`config.mk`:
```
export PLATFORM = sky130hd
export DESIGN_NAME = size_class_page_allocator
export DESIGN_NICKNAME = d
export VERILOG_FILES = /design/src/hw/rtl/scpa_pkg.sv /design/src/hw/rtl/size_class_page_allocator.sv
export SDC_FILE = /design/constraint.sdc
export NUM_CORES = 1
export LEC_CHECK = 0
export ABC_CLOCK_PERIOD_IN_PS = 11180
export BUFFER_PORTS_ARGS = -buffer_cell sky130_fd_sc_hd__buf_2
export CAP_MARGIN = 20
export CORE_MARGIN = 2
export CORE_UTILIZATION = 60
export DETAILED_ROUTE_END_ITERATION = 10
export GPL_TIMING_DRIVEN = 0
export PLACE_DENSITY = 0.78
export SLEW_MARGIN = 30
export SYNTH_ARGS = -nofsm -noshare
export SYNTH_HDL_FRONTEND = slang
export SYNTH_SLANG_ARGS = --single-unit
```
`constraint.sdc`:
```
create_clock -name clk -period 11.18 [get_ports clk]
set_clock_uncertainty 0.05 [all_clocks]
set_input_delay 0.559 -clock clk [delete_from_list [all_inputs] [get_ports clk]]
set_output_delay 0.559 -clock clk [all_outputs]
set_load 0.02 [all_outputs]
```
`src/hw/rtl/scpa_pkg.sv`:
```
// scpa_pkg: constants, page descriptor type and size class helpers for the
// size class page allocator. Depends on nothing.
`default_nettype none

package scpa_pkg;

  localparam int NUM_PAGES       = 16;
  localparam int PAGE_BYTES      = 1024;
  localparam int MIN_CLASS_BYTES = 16;
  localparam int HEADER_BYTES    = 5;

  localparam int SIZE_W      = 15;
  localparam int ADDR_W      = 32;
  localparam int PAGE_W      = $clog2(NUM_PAGES);
  localparam int RUN_W       = PAGE_W + 1;
  localparam int PAGE_LOG    = $clog2(PAGE_BYTES);
  localparam int MIN_LOG     = $clog2(MIN_CLASS_BYTES);
  localparam int CLASS_STEPS = PAGE_LOG - MIN_LOG;
  localparam int CLS_W       = 4;
  localparam int OFF_W       = $clog2(PAGE_BYTES + 1);
  localparam int FREE_W      = $clog2(PAGE_BYTES / MIN_CLASS_BYTES + 1);

  localparam logic [ADDR_W-1:0] POOL_BYTES = ADDR_W'(NUM_PAGES * PAGE_BYTES);
  localparam logic [PAGE_W-1:0] LAST_PAGE  = PAGE_W'(NUM_PAGES - 1);

  typedef struct packed {
    logic              used;
    logic [CLS_W-1:0]  class_log;
    logic [OFF_W-1:0]  next_off;
    logic [FREE_W-1:0] free_blocks;
  } page_desc_t;

  // doubling count of the least class above size plus header, capped at a page
  function automatic logic [CLS_W-1:0] class_log_of(input logic [SIZE_W-1:0] size);
    logic [OFF_W:0]   need;
    logic [OFF_W:0]   cls;
    logic [CLS_W-1:0] k;
    need = (OFF_W+1)'(size) + (OFF_W+1)'(HEADER_BYTES);
    cls  = (OFF_W+1)'(MIN_CLASS_BYTES);
    k    = '0;
    for (int j = 0; j < CLASS_STEPS; j++) begin
      if (cls <= need && cls < (OFF_W+1)'(PAGE_BYTES)) begin
        cls = cls << 1;
        k   = k + 1'b1;
      end
    end
    return k;
  endfunction

  function automatic logic [OFF_W-1:0] class_bytes(input logic [CLS_W-1:0] k);
    return OFF_W'(MIN_CLASS_BYTES) << k;
  endfunction

  function automatic logic [FREE_W-1:0] blocks_left(input logic [CLS_W-1:0] k);
    return FREE_W'((PAGE_BYTES >> (MIN_LOG + int'(k))) - 1);
  endfunction

  function automatic logic [ADDR_W-1:0] make_addr(input logic [ADDR_W-1:0] base,
                                                  input logic [PAGE_W-1:0] page,
                                                  input logic [OFF_W-1:0]  off);
    return base + (ADDR_W'(page) << PAGE_LOG) + ADDR_W'(off);
  endfunction

endpackage

`default_nettype wire

```
`src/hw/rtl/size_class_page_allocator.sv`:
```
// size_class_page_allocator: top level, page descriptor memory and the scan
// and write-back sequencer. Depends on scpa_pkg.
`default_nettype none

// Serves one allocation request at a time from a pool of 16 pages of 1024
// bytes. Page descriptors live in a single-port-read, single-port-write
// memory with a registered read port, walked one entry per cycle. A small
// request scans for a partly used page of its class and, failing that, scans
// again for a free page, then writes back the page taken and returns the
// result. A medium or large request needs one scan plus a write-back of each
// page taken (up to 16 for a large run). A refused request skips the scan
// and goes straight to the result. Reset leaves every page free at once
// through per-entry valid bits; no clearing pass is needed.
// pool_base may be written only while no request is in flight.
module size_class_page_allocator (
  input  wire                          clk,
  input  wire                          rst_n,
  input  wire                          in_valid,
  output logic                         in_stall,
  input  wire  [scpa_pkg::SIZE_W-1:0]  in_request_size,
  output logic                         out_valid,
  input  wire                          out_stall,
  output logic [scpa_pkg::ADDR_W-1:0]  out_grant_address,
  output logic                         out_granted,
  input  wire                          cfg_valid,
  output logic                         cfg_ready,
  input  wire  [scpa_pkg::ADDR_W-1:0]  cfg_pool_base
);
  import scpa_pkg::*;

  typedef enum logic [1:0] {ST_IDLE, ST_SCAN, ST_WRITE, ST_DONE} state_t;
  typedef enum logic [1:0] {PS_CLASS, PS_FREE_SMALL, PS_WHOLE, PS_RUN} pass_t;

  page_desc_t mem [NUM_PAGES];
  page_desc_t mem_q_r;

  state_t             state_r;
  pass_t              pass_r;
  logic [ADDR_W-1:0]  pool_base_r;
  logic [NUM_PAGES-1:0] entry_vld_r;
  logic [PAGE_W-1:0]  rd_addr_r;
  logic               issued_all_r;
  logic               q_vld_r;
  logic               q_ok_r;
  logic [PAGE_W-1:0]  q_idx_r;
  logic [CLS_W-1:0]   k_r;
  logic [OFF_W-1:0]   cls_r;
  logic [RUN_W-1:0]   n_r;
  logic [RUN_W-1:0]   run_r;
  logic [PAGE_W-1:0]  start_r;
  logic [PAGE_W-1:0]  wr_idx_r;
  logic [RUN_W-1:0]   wr_left_r;
  page_desc_t         wr_data_r;
  logic [ADDR_W-1:0]  addr_r;
  logic               granted_r;
  logic               out_valid_r;
  logic [ADDR_W-1:0]  out_addr_r;
  logic               out_granted_r;

  page_desc_t         ent;
  page_desc_t         new_ent;
  logic               hit;
  logic               stop;
  logic               rd_en;
  logic               wr_en;
  logic [PAGE_W-1:0]  run_start;
  logic [PAGE_W-1:0]  page_sel;
  logic [OFF_W-1:0]   off_sel;
  logic [ADDR_W-1:0]  size32;
  logic               req_refuse;
  logic               req_small;
  logic               req_medium;
  logic [ADDR_W-1:0]  n_full;

  assign in_stall          = (state_r != ST_IDLE);
  assign cfg_ready         = (state_r == ST_IDLE);
  assign out_valid         = out_valid_r;
  assign out_grant_address = out_addr_r;
  assign out_granted       = out_granted_r;

  always_comb begin
    size32     = ADDR_W'(in_request_size);
    req_refuse = (size32 == '0) || (size32 > POOL_BYTES);
    req_small  = (size32 <= ADDR_W'(PAGE_BYTES / 2));
    req_medium = (size32 + ADDR_W'(HEADER_BYTES) < ADDR_W'(PAGE_BYTES));
    n_full     = (size32 + ADDR_W'(PAGE_BYTES - 1)) >> PAGE_LOG;
  end

  always_comb begin
    ent       = q_ok_r ? mem_q_r : '0;
    run_start = (run_r == '0) ? q_idx_r : start_r;
    page_sel  = (pass_r == PS_RUN) ? run_start : q_idx_r;
    off_sel   = (pass_r == PS_CLASS) ? ent.next_off : '0;
    new_ent   = '{used: 1'b1, class_log: '0, next_off: OFF_W'(PAGE_BYTES), free_blocks: '0};
    hit       = 1'b0;
    case (pass_r)
      PS_CLASS: begin
        hit = ent.used && (ent.class_log == k_r) && (ent.free_blocks != '0);
        new_ent.class_log   = ent.class_log;
        new_ent.next_off    = ent.next_off + cls_r;
        new_ent.free_blocks = ent.free_blocks - 1'b1;
      end
      PS_FREE_SMALL: begin
        hit = !ent.used;
        new_ent.class_log   = k_r;
        new_ent.next_off    = cls_r;
        new_ent.free_blocks = blocks_left(k_r);
      end
      PS_WHOLE: hit = !ent.used;
      PS_RUN:   hit = !ent.used && (run_r + 1'b1 == n_r);
      default:  hit = 1'b0;
    endcase
    stop  = q_vld_r && (hit || q_idx_r == LAST_PAGE);
    rd_en = (state_r == ST_SCAN) && !issued_all_r && !stop;
    wr_en = (state_r == ST_WRITE);
  end

  // descriptor memory
  always_ff @(posedge clk) begin
    if (wr_en) begin
      mem[wr_idx_r] <= wr_data_r;
    end
    if (rd_en) begin
      mem_q_r <= mem[rd_addr_r];
    end
  end

  always_ff @(posedge clk) begin
    if (!rst_n) begin
      state_r       <= ST_IDLE;
      pass_r        <= PS_CLASS;
      pool_base_r   <= '0;
      entry_vld_r   <= '0;
      rd_addr_r     <= '0;
      issued_all_r  <= 1'b0;
      q_vld_r       <= 1'b0;
      q_ok_r        <= 1'b0;
      run_r         <= '0;
      wr_left_r     <= '0;
      out_valid_r   <= 1'b0;
      out_granted_r <= 1'b0;
    end else begin
      if (out_valid_r && !out_stall && state_r != ST_DONE) begin
        out_valid_r <= 1'b0;
      end
      if (cfg_valid && cfg_ready) begin
        pool_base_r <= cfg_pool_base;
      end
      q_vld_r <= rd_en;
      if (rd_en) begin
        q_idx_r   <= rd_addr_r;
        q_ok_r    <= entry_vld_r[rd_addr_r];
        rd_addr_r <= rd_addr_r + 1'b1;
        if (rd_addr_r == LAST_PAGE) begin
          issued_all_r <= 1'b1;
        end
      end
      unique case (state_r)
        ST_IDLE: begin
          if (in_valid) begin
            k_r          <= class_log_of(in_request_size);
            cls_r        <= class_bytes(class_log_of(in_request_size));
            n_r          <= RUN_W'(n_full);
            run_r        <= '0;
            rd_addr_r    <= '0;
            issued_all_r <= 1'b0;
            if (req_refuse) begin
              granted_r <= 1'b0;
              addr_r    <= '0;
              state_r   <= ST_DONE;
            end else begin
              state_r <= ST_SCAN;
              if (req_small) begin
                pass_r <= PS_CLASS;
              end else if (req_medium) begin
                pass_r <= PS_WHOLE;
              end else begin
                pass_r <= PS_RUN;
              end
            end
          end
        end
        ST_SCAN: begin
          if (q_vld_r) begin
            if (pass_r == PS_RUN) begin
              run_r <= ent.used ? '0 : run_r + 1'b1;
              if (!ent.used && run_r == '0) begin
                start_r <= q_idx_r;
              end
            end
            if (hit) begin
              addr_r    <= make_addr(pool_base_r, page_sel, off_sel);
              wr_idx_r  <= page_sel;
              wr_data_r <= new_ent;
              wr_left_r <= (pass_r == PS_RUN) ? n_r : RUN_W'(1);
              state_r   <= ST_WRITE;
            end else if (q_idx_r == LAST_PAGE) begin
              if (pass_r == PS_CLASS) begin
                pass_r       <= PS_FREE_SMALL;
                rd_addr_r    <= '0;
                issued_all_r <= 1'b0;
              end else begin
                granted_r <= 1'b0;
                addr_r    <= '0;
                state_r   <= ST_DONE;
              end
            end
          end
        end
        ST_WRITE: begin
          entry_vld_r[wr_idx_r] <= 1'b1;
          wr_idx_r              <= wr_idx_r + 1'b1;
          wr_left_r             <= wr_left_r - 1'b1;
          if (wr_left_r == RUN_W'(1)) begin
            granted_r <= 1'b1;
            state_r   <= ST_DONE;
          end
        end
        ST_DONE: begin
          if (!out_valid_r || !out_stall) begin
            out_valid_r   <= 1'b1;
            out_addr_r    <= addr_r;
            out_granted_r <= granted_r;
            state_r       <= ST_IDLE;
          end
        end
        default: state_r <= ST_IDLE;
      endcase
    end
  end

  a_refused_zero: assert property (@(posedge clk) disable iff (!rst_n)
    out_valid && !out_granted |-> out_grant_address == '0)
    else $error("refused beat carries a nonzero address");

  a_accept_busy: assert property (@(posedge clk) disable iff (!rst_n)
    in_valid && !in_stall |=> state_r != ST_IDLE)
    else $error("accepted request left the sequencer idle");

  a_write_count: assert property (@(posedge clk) disable iff (!rst_n)
    state_r == ST_WRITE |-> wr_left_r != '0)
    else $error("write-back with no pages left to write");

  a_read_latency: assert property (@(posedge clk) disable iff (!rst_n)
    q_vld_r |-> $past(rd_en))
    else $error("descriptor data marked valid without a read");

  a_no_rw_overlap: assert property (@(posedge clk) disable iff (!rst_n)
    wr_en |-> !rd_en && !q_vld_r)
    else $error("descriptor write overlaps a scan read");

endmodule

`default_nettype wire
```
# --- Word level (Yosys, flattened, before mapping) ---
# Memories as Yosys holds them, arrays and structs flattened. A register that Yosys moved wholly into a read port is not among the register bits.
# Cells that the tools add are included.
word_totals:
  regBits: 191
  out_inout_bits: 36
  elab_cells: 256
  n_memories: 1
  in_bits: 52
  mem_bits_rw: 352
memory_table:
  columns: ["memory", "depth", "word_bits", "read_ports", "rd_clocked_by_memory_dff", "write_ports", "line_no", "text"]
  rows:
  - ["mem", 16, 22, 1, 1, 1, "size_class_page_allocator.sv:34", "page_desc_t mem [NUM_PAGES];"]
op_classes:
  n_bitwise: 1
  n_reduce_logical: 47
  shift: 2
  order_cmp: 17
  eq_ne: 26
  muxes: 119
  addsub: 18
op_table:
  columns: ["op", "count"]
  rows:
  - ["2-to-1 mux 12 bit", 19]
  - ["2-to-1 mux 32 bit", 6]
  - ["2-to-1 mux 4 bit", 33]
  - ["case mux 32 bit (2 select lines)", 1]
  - ["<= comparator 12 bit", 5]
  - ["less-than comparator 12 x 11 -> 1 bit (second input constant)", 5]
  - ["case mux 22 bit (2 select lines)", 1]
  - ["2-to-1 mux 5 bit", 7]
  - ["adder 32 x 11 -> 32 bit", 1]
  - ["adder 32 x 14 -> 32 bit", 1]
  - ["2-to-1 mux 2 bit", 15]
  - ["adder 4 x 1 -> 4 bit (second input constant)", 7]
  - ["2-to-1 mux 1 bit", 23]
  - ["2-to-1 mux 23 bit", 1]
  - ["!= test 2 bit (second input constant)", 10]
  - ["case mux 5 bit (2 select lines)", 2]
  - ["adder 15 x 3 -> 16 bit (second input constant)", 1]
  - ["logical AND 1 bit", 16]
  - ["less-than comparator 16 x 11 -> 1 bit (second input constant)", 1]
  - ["OR 16 bit", 1]
  - ["case mux 4 bit (2 select lines)", 2]
  - ["adder 15 x 10 -> 15 bit (second input constant)", 1]
  - ["> comparator 15 bit (second input constant)", 1]
  - ["<= comparator 15 x 10 -> 1 bit (second input constant)", 1]
  - ["45 further kinds", 69]

# --- Logic depth before layout (Yosys ltp) ---
# Gate-level depths: netlist of the first run.
logic_depth:
  ltp_word: 37
  depth_mapped: 40
  depth_no_buf: 38

# --- Worst setup path after synthesis of the first run ---
# OpenSTA, ideal clock, no wires.
synth_timing:
  path_type: "input to register"
  from: "in in_request_size[4] (netlist name)"
  to: "reg cls_r[10] (data pin)"
  setup_ps: 170
  arrival_ps: 8127
  path_buffers: 3
  t_required_ps: 10960
  path_stages: 37
  slack_ps: 2833
  cell_sequence: "nand3_1 or4_4 o31a_4 buf_6 nor2_1 nand2_1 ha_1 ha_1 nand3_1 o2bb2ai_1 or3_1 buf_2 nor2_2 mux2i_1 inv_1 ha_1 nand2_1 o21a_1 or2_2 clkbuf_2 nor2_1 mux2i_1 ha_1 a21oi_1 o22ai_1 o32a_1 nand2_1 mux2_2 ha_1 a2111oi_0 o21ai_0 o21ai_0 a211o_1 nand2_1 xnor2_1 xnor2_2 nor4bb_4"
synth_via:
  elab_chain_cells: 37
  word_cells_on_any_way: 67
  cone_classes: "add/sub (6); order compare (11); shift (1); mux (44); reduce/logical (5)"
synth_rtl:
  columns: ["element", "line_no", "text"]
  rows:
  - ["start, declared", "size_class_page_allocator.sv:20", "input wire [scpa_pkg::SIZE_W-1:0] in_request_size,"]
  - ["adder 12 x 3 -> 12 bit (*)", "scpa_pkg.sv:38", "need = (OFF_W+1)'(size) + (OFF_W+1)'(HEADER_BYTES);"]
  - ["<= comparator 5 x 12 -> 1 bit", "scpa_pkg.sv:42", "if (cls <= need && cls < (OFF_W+1)'(PAGE_BYTES)) begin"]
  - ["2-to-1 mux 6 bit", "scpa_pkg.sv:42", null]
  - ["2-to-1 mux 12 bit", "size_class_page_allocator.sv:160", "if (in_valid) begin"]
  - ["2-to-1 mux 12 bit", "size_class_page_allocator.sv:158", "unique case (state_r)"]
  - ["2-to-1 mux 12 bit", "size_class_page_allocator.sv:129", "if (!rst_n) begin"]
  - ["<= comparator 12 bit or less-than comparator 12 x 11 -> 1 bit (tied branches)", "scpa_pkg.sv:42", null]
  - ["logical AND 1 bit", "scpa_pkg.sv:42", null]
  - ["[... 21 more ...]", null, null]
  - ["2-to-1 mux 12 bit", "size_class_page_allocator.sv:129", null]
  - ["<= comparator 12 bit or less-than comparator 12 x 11 -> 1 bit (tied branches)", "scpa_pkg.sv:42", null]
  - ["logical AND 1 bit", "scpa_pkg.sv:42", null]
  - ["2-to-1 mux 4 bit (*)", "scpa_pkg.sv:42", null]
  - ["2-to-1 mux 4 bit (*)", "size_class_page_allocator.sv:160", null]
  - ["2-to-1 mux 4 bit (*)", "size_class_page_allocator.sv:158", null]
  - ["2-to-1 mux 4 bit (*)", "size_class_page_allocator.sv:129", null]
  - ["left shift 5 x 4 -> 11 bit (*)", "scpa_pkg.sv:51", "return OFF_W'(MIN_CLASS_BYTES) << k;"]
  - ["end signal, assigned", "size_class_page_allocator.sv:162", "cls_r <= class_bytes(class_log_of(in_request_size));"]
  - ["end, declared", "size_class_page_allocator.sv:47", "logic [OFF_W-1:0] cls_r;"]
# Every way passes the cells marked *; elsewhere a longest branch is shown, timed or not. The select of a mux whose other input is x is not followed.
# A chain may end at the register's enable or synchronous reset.

# --- Worst setup path after layout of the first run ---
# Ends and elaborated chain as after synthesis.

==> flow_metrics.env, run 1 <==
export IMPL_outcome="complete, no violations"
export IMPL_core_area_um2=39800
export IMPL_post_cts_setup_buffers=0
export IMPL_rsz0062_at_grt="false"
export IMPL_drive_gt1_share_pct=21.6
export IMPL_timing_rr_start="pass_r[1]$_SDFFE_PN0P_"
export IMPL_die_w_um=205
export IMPL_multi_input_area_um2=7810
export IMPL_start_util_pct=61.0
export IMPL_hold_path_end="pool_base_r[11]$_SDFFE_PN0P_"
export IMPL_clk_latency_ns=0.60
export IMPL_io_pin_count=88
export IMPL_cts_buffers=54
export IMPL_cp_common_cell="ha_1"
export IMPL_max_freq_mhz=110
export IMPL_synth_edf_count=489
export IMPL_peakVddDrop_mv=0.143
export IMPL_grt_start_max_net_pins=28
export IMPL_ys_warn_count=0
export IMPL_synthesis_area_um2=24300
export IMPL_synth_net_count=1674
export IMPL_crit_type="input pin to register"
export IMPL_diodes=0
export IMPL_switching_share_pct=27.9
export IMPL_layout_common_cells="edfxtp_1, nand2_1, mux4_2"
export IMPL_cts_htree_levels=2
export IMPL_worstHoldStart="cfg_pool_base[11]"
export IMPL_chipHeight_um=205
export IMPL_cts_hold_fix_buffers=0
export IMPL_cp_slowest_cell="or4_4"
export IMPL_final_common_cell="edfxtp_1"
export IMPL_p_leak_nw=9.52
export IMPL_power_mw=5.25
export IMPL_hpwl_um=38000
export IMPL_cts_tree="done"
export IMPL_netlist_instances=1543
export IMPL_start_kind="input pin"
export IMPL_internal_power_mw=3.78
export IMPL_endpoint_kind="register"
export IMPL_first_global_vias=14600
export IMPL_cts_sinks=560
export IMPL_holdPathStages=3
export IMPL_p_comb_share_pct=19.7
export IMPL_critical_path_top_delay_family="simple AND/OR/NAND/NOR gates"
export IMPL_grt_use_total_pct=28.5
export IMPL_drc_errors=0
export IMPL_grt_overflow=0
export IMPL_cts_root_buffer="clkbuf_16"
export IMPL_synthFlopType="edfxtp_1"
export IMPL_worst_slew_pin_slew_ns=0.996
export IMPL_first_iter_violations=1882
export IMPL_fin_nets=1847
export IMPL_drt_vias_per_instance=6.42
export IMPL_p_sw_mw=1.47
export IMPL_drv_cap=0
export IMPL_relSlewSlack_pct=33.6
export IMPL_crit_required_ns=11.54
export IMPL_regArea_um2=16100
export IMPL_drtAntennaViolNets=0
export IMPL_path_clk_slew_ns=0.06
export IMPL_slew_viol_final=0
export IMPL_r2r_end="addr_r[31]$_SDFFCE_PN0P_"
export IMPL_path_buf_inv=5
export IMPL_gp_congestion=0.862
export IMPL_hold_path_class="input pin to register"
export IMPL_port_buffer_count=86
export IMPL_yosysSeqAreaShare_pct=66.3
export IMPL_wl_per_cell_um=25.3
export IMPL_syn_avg_cell_area_um2=15.7
export IMPL_vias=14700
export IMPL_crit_arrival_ns=9.46
export IMPL_slowest_delay_ns=0.59
export IMPL_hold_viol_final=0
export IMPL_synth_distinct_cells=89
export IMPL_nFillCells=2519
export IMPL_pwr_share_seq_pct=47.4
export IMPL_synth_seq_cells=560
export IMPL_timing_setup_tns_ns=0
export IMPL_reg2reg_depth=16
export IMPL_ys_async_sr_fraction_pct=0
export IMPL_rrSetupSlack_ns=5.97
export IMPL_p_clk_share_pct=32.9
export IMPL_grt_pass1_wl_um=87900
export IMPL_drt_first_pass_iters=7
export IMPL_fin_crit_sh_pct=81.3
export IMPL_final_core_util_pct=69.3
export IMPL_fin_crit_ns=9.09
export IMPL_worst_path_max_fanout=10
export IMPL_rows=73
export IMPL_die_area_um2=42100
export IMPL_power_density_nw_per_um2=190
export IMPL_cts_resized_gates=0
export IMPL_clk_path_buf_depth=3
export IMPL_wirelength_um=57800
export IMPL_setup_violations=0
export IMPL_antenna_found_initial=0
export IMPL_area_growth_pct=13.8
==> Yosys cell counts, drive strengths merged (10+ instances only) <==
cell    count  area share (%)
nor3       20            0.43
inv        40            0.62
buf        13            0.24
clkbuf     58            0.90
a21oi      90             1.9
dfxtp      71             5.9
xor2       21            0.76
o21ai      32            0.72
mux2i      10            0.41
edfxtp    489              60
xnor2      42             1.5
nand2     132             2.0
or3        12            0.31
and3       25            0.64
o21a       19            0.59
a21o       16            0.49
nand3      29            0.60
nor2       72             1.1
mux4      115              11
and2       26            0.68
a211oi     10            0.31
ha         76             3.9
==> worst min-delay path, cell delays in order <==
cell     delay, ns
buf_2         0.09
nand2_1       0.04
a21oi_1       0.05
==> power by group through the flow <==
stage | logic [mW] | clock network [mW] | registers, mW
3_3_place_gp | 0.949 | 0 | 2.53
3_5_place_dp | 1.01 | 0 | 2.53
2_1_floorplan | 0.690 | 0 | 2.51
4_1_cts | 1.03 | 1.74 | 2.48
6_report | 1.03 | 1.73 | 2.49
5_1_grt | 1.12 | 1.82 | 2.49
==> through the flow <==
| stage | setup WS, ns | instances | area (µm²) | hold WS [ns] |
|---|---|---|---|---|
| 6_report | 2.09 | 2283 | 27600 | 0.153 |
| 4_1_cts | 2.13 | 2283 | 27600 | 0.135 |
| 3_5_place_dp | 1.56 | 2185 | 26000 | 0.355 |
| 2_1_floorplan | 2.83 | 1543 | 24300 | 0.350 |
| 3_3_place_gp | 1.73 | 2154 | 25400 | 0.351 |
| 5_1_grt | 1.26 | 2283 | 27600 | 0.151 |
==> sequential cells by signal, summed over array words and instances, names as in the netlist, 5 cells and up <==
| name | count |
|---|---|
| addr_r | 32 |
| pool_base_r | 32 |
| wr_data_r | 22 |
| cls_r | 7 |
| entry_vld_r | 16 |
| mem | 352 |
| mem_q_r | 22 |
| out_grant_address | 32 |
| run_r | 5 |
| n_r | 5 |
| wr_left_r | 5 |
==> cell families after synthesis <==
| group | count (synthesis) | share of synthesized area, % |
|---|---|---|
| AO/OA/AOI/OAI | 233 | 6.49 |
| XOR/XNOR | 64 | 2.40 |
| adder cells (fa/ha/maj) | 79 | 4.16 |
| buffers and inverters | 111 | 1.76 |
| flip-flops | 560 | 66.3 |
| multiplexers | 133 | 11.5 |
| AND/OR/NAND/NOR | 363 | 7.38 |
==> worst max path at each step <==
stage,startpoint,end,cells after the start,slack [ns]
6_report,in_request_size[4],cls_r[10]$_SDFFCE_PP0P_,38,2.09
5_1_grt,in_request_size[4],cls_r[10]$_SDFFCE_PP0P_,38,1.26
4_1_cts,in_request_size[4],cls_r[10]$_SDFFCE_PP0P_,38,2.13
3_5_place_dp,in_request_size[4],cls_r[6]$_SDFFCE_PP0P_,38,1.56
3_3_place_gp,in_request_size[4],cls_r[6]$_SDFFCE_PP0P_,38,1.73
2_1_floorplan,in_request_size[4],cls_r[10]$_SDFFCE_PP0P_,37,2.83
==> final cells by class <==
cell class / instances / area share [%]
buffer: 71 / 1.06
clock buffer: 74 / 5.31
clock inverter: 24 / 0.639
inverter: 40 / 0.544
multi-input combinational: 872 / 28.3
sequential: 560 / 58.3
tap: 525 / 2.38
timing repair buffer: 117 / 3.47
==> metal layers <==
layer	part of all wire [%]	track usage, %
met5	0	0
met2	50	48.0
met4	2.4	7.07
met3	9.6	4.82
met1	38	39.3
Note: power is estimated with default switching activity, not from simulation.
==> run 2: changes to the inputs <==
Settings changed: ABC_CLOCK_PERIOD_IN_PS 11180 to 9300.
Clock period 11.18 ns to 9.3 ns, I/O delays scaled along.
==> run 2 against run 1 <==
  * Register-to-register slack worse by 1.9 ns
  * Count of clock-buffer cells in the layout stayed put
  * Die area stayed put
  * Flip-flop and latch count stayed put
  * Clock power is 20% higher
  * Routed wire length is 0.27% lower
  * Via count is 0.72% lower
  * First-iteration DRC count is 3.0% higher
  * Power is 20% higher
  * Highest routed layer unchanged
  * Combinational power is 20% higher
==> flow_metrics.env, run 2 (synthesis results as in run 1) <==
export IMPL_hpwl_um=38000
export IMPL_core_area_um2=39800
export IMPL_regMostFlops="mem"
export IMPL_first_global_vias=14600
export IMPL_drtAntennaViolNets=0
export IMPL_cts_root_buffer="clkbuf_16"
export IMPL_worst_slew_pin_slew_ns=1.01
export IMPL_max_freq_mhz=115
export IMPL_die_area_um2=42100
export IMPL_grt_use_total_pct=28.5
export IMPL_power_density_nw_per_um2=228
export IMPL_drive_gt1_share_pct=21.8
export IMPL_hold_viol_final=0
export IMPL_grt_overflow=0
export IMPL_final_core_util_pct=69.4
export IMPL_relSlewSlack_pct=32.3
export IMPL_endpoint_kind="register"
export IMPL_chipHeight_um=205
export IMPL_timing_setup_tns_ns=0
export IMPL_slowest_delay_ns=0.59
export IMPL_die_w_um=205
export IMPL_p_leak_nw=9.53
export IMPL_worst_path_max_fanout=10
export IMPL_rows=73
export IMPL_cp_slowest_cell="or4_4"
export IMPL_peakVddDrop_mv=0.172
export IMPL_gp_congestion=0.862
export IMPL_fin_crit_sh_pct=93.7
export IMPL_crit_arrival_ns=9.03
export IMPL_fin_crit_ns=8.72
export IMPL_largest_reg_flops=352
export IMPL_fin_nets=1848
export IMPL_start_kind="input pin"
export IMPL_hold_path_class="input pin to register"
export IMPL_path_clk_slew_ns=0.06
export IMPL_drt_first_pass_iters=5
export IMPL_crit_type="input pin to register"
export IMPL_first_iter_violations=1939
export IMPL_cts_buffers=54
export IMPL_clk_path_buf_depth=3
export IMPL_slew_viol_final=0
export IMPL_grt_pass1_wl_um=87900
export IMPL_layout_common_cells="edfxtp_1, nand2_1, mux4_2"
export IMPL_crit_required_ns=9.61
export IMPL_wl_per_cell_um=25.3
export IMPL_final_common_cell="edfxtp_1"
export IMPL_setup_violations=0
export IMPL_diodes=0
export IMPL_start_util_pct=61.0
export IMPL_grt_start_max_net_pins=28
export IMPL_port_buffer_count=86
export IMPL_clk_latency_ns=0.60
export IMPL_cp_common_cell="ha_1"
export IMPL_antenna_found_initial=0
export IMPL_io_pin_count=88
export IMPL_area_growth_pct=13.9
export IMPL_drc_errors=0
export IMPL_wirelength_um=57700
export IMPL_outcome="complete, no violations"
export IMPL_cts_tree="done"
export IMPL_cts_htree_levels=2
export IMPL_drv_cap=0
export IMPL_drt_vias_per_instance=6.37
export IMPL_cts_sinks=560
export IMPL_power_mw=6.30
export IMPL_vias=14600
## run 2: final cells by class
class / count / area (µm²)
flip-flops and latches: 560 / 16100
fillers: 2520 / 12200
multi-input cells: 872 / 7830
clock buffers: 74 / 1470
repair buffers: 118 / 965
well taps: 525 / 657
plain buffers: 71 / 293
clock inverters: 24 / 176
inverters: 40 / 150
## run 2: per-stage QoR
step	cell area, µm²	setup WS [ns]	hold WS [ns]	cells
after detailed placement	26000	-0.230	0.355	2185
final	27600	0.581	0.0609	2284
after global routing	27600	-0.00404	0.0572	2284
after CTS	27600	0.341	0.0410	2283
after global placement	25400	-0.0545	0.351	2154
after floorplan	24300	1.05	0.350	1543
## run 2: per-layer routing
layer	track usage (%)	wire length, µm
met1	39.3	22000
met2	48.0	29000
met3	4.82	5510
met4	7.07	1250
met5	0	0
## run 2: worst max-delay path: cells and delay by family
kind	cells	cell delay, ns
simple gates	13	2.99
compound gates	10	1.89
fa+ha+maj	5	1.46
mux	3	1.01
buf+inv	5	0.74
xor+xnor	2	0.44
## run 2: worst paths after layout
kind / from / end / slack (ns) / cells past startpoint
setup / recovery: in_request_size[4] / cls_r[6]$_SDFFCE_PP0P_ / 0.58 / 38
hold / removal: cfg_pool_base[11] / pool_base_r[11]$_SDFFE_PN0P_ / 0.06 / 3
setup reg to reg: pass_r[0]$_SDFFE_PN0P_ / addr_r[31]$_SDFFCE_PN0P_ / 4.08 / 16
hold reg to reg: addr_r[5]$_SDFFCE_PN0P_ / out_grant_address[5]$_DFFE_PP_ / 0.37 / 0
## run 2: power breakdown
part	switching [mW]	internal (mW)	leakage, nW
Sequential	0.0870	2.90	5.02
Clock	0.913	1.16	0.807
Combinational	0.756	0.487	3.70
## run 2: timing repair
action	in CTS	in global routing
endpoints found under the hold margin	0	0
resized for setup	0	6
hold buffers	0	0
buffers inserted	0	1
setup endpoints to repair	0	9
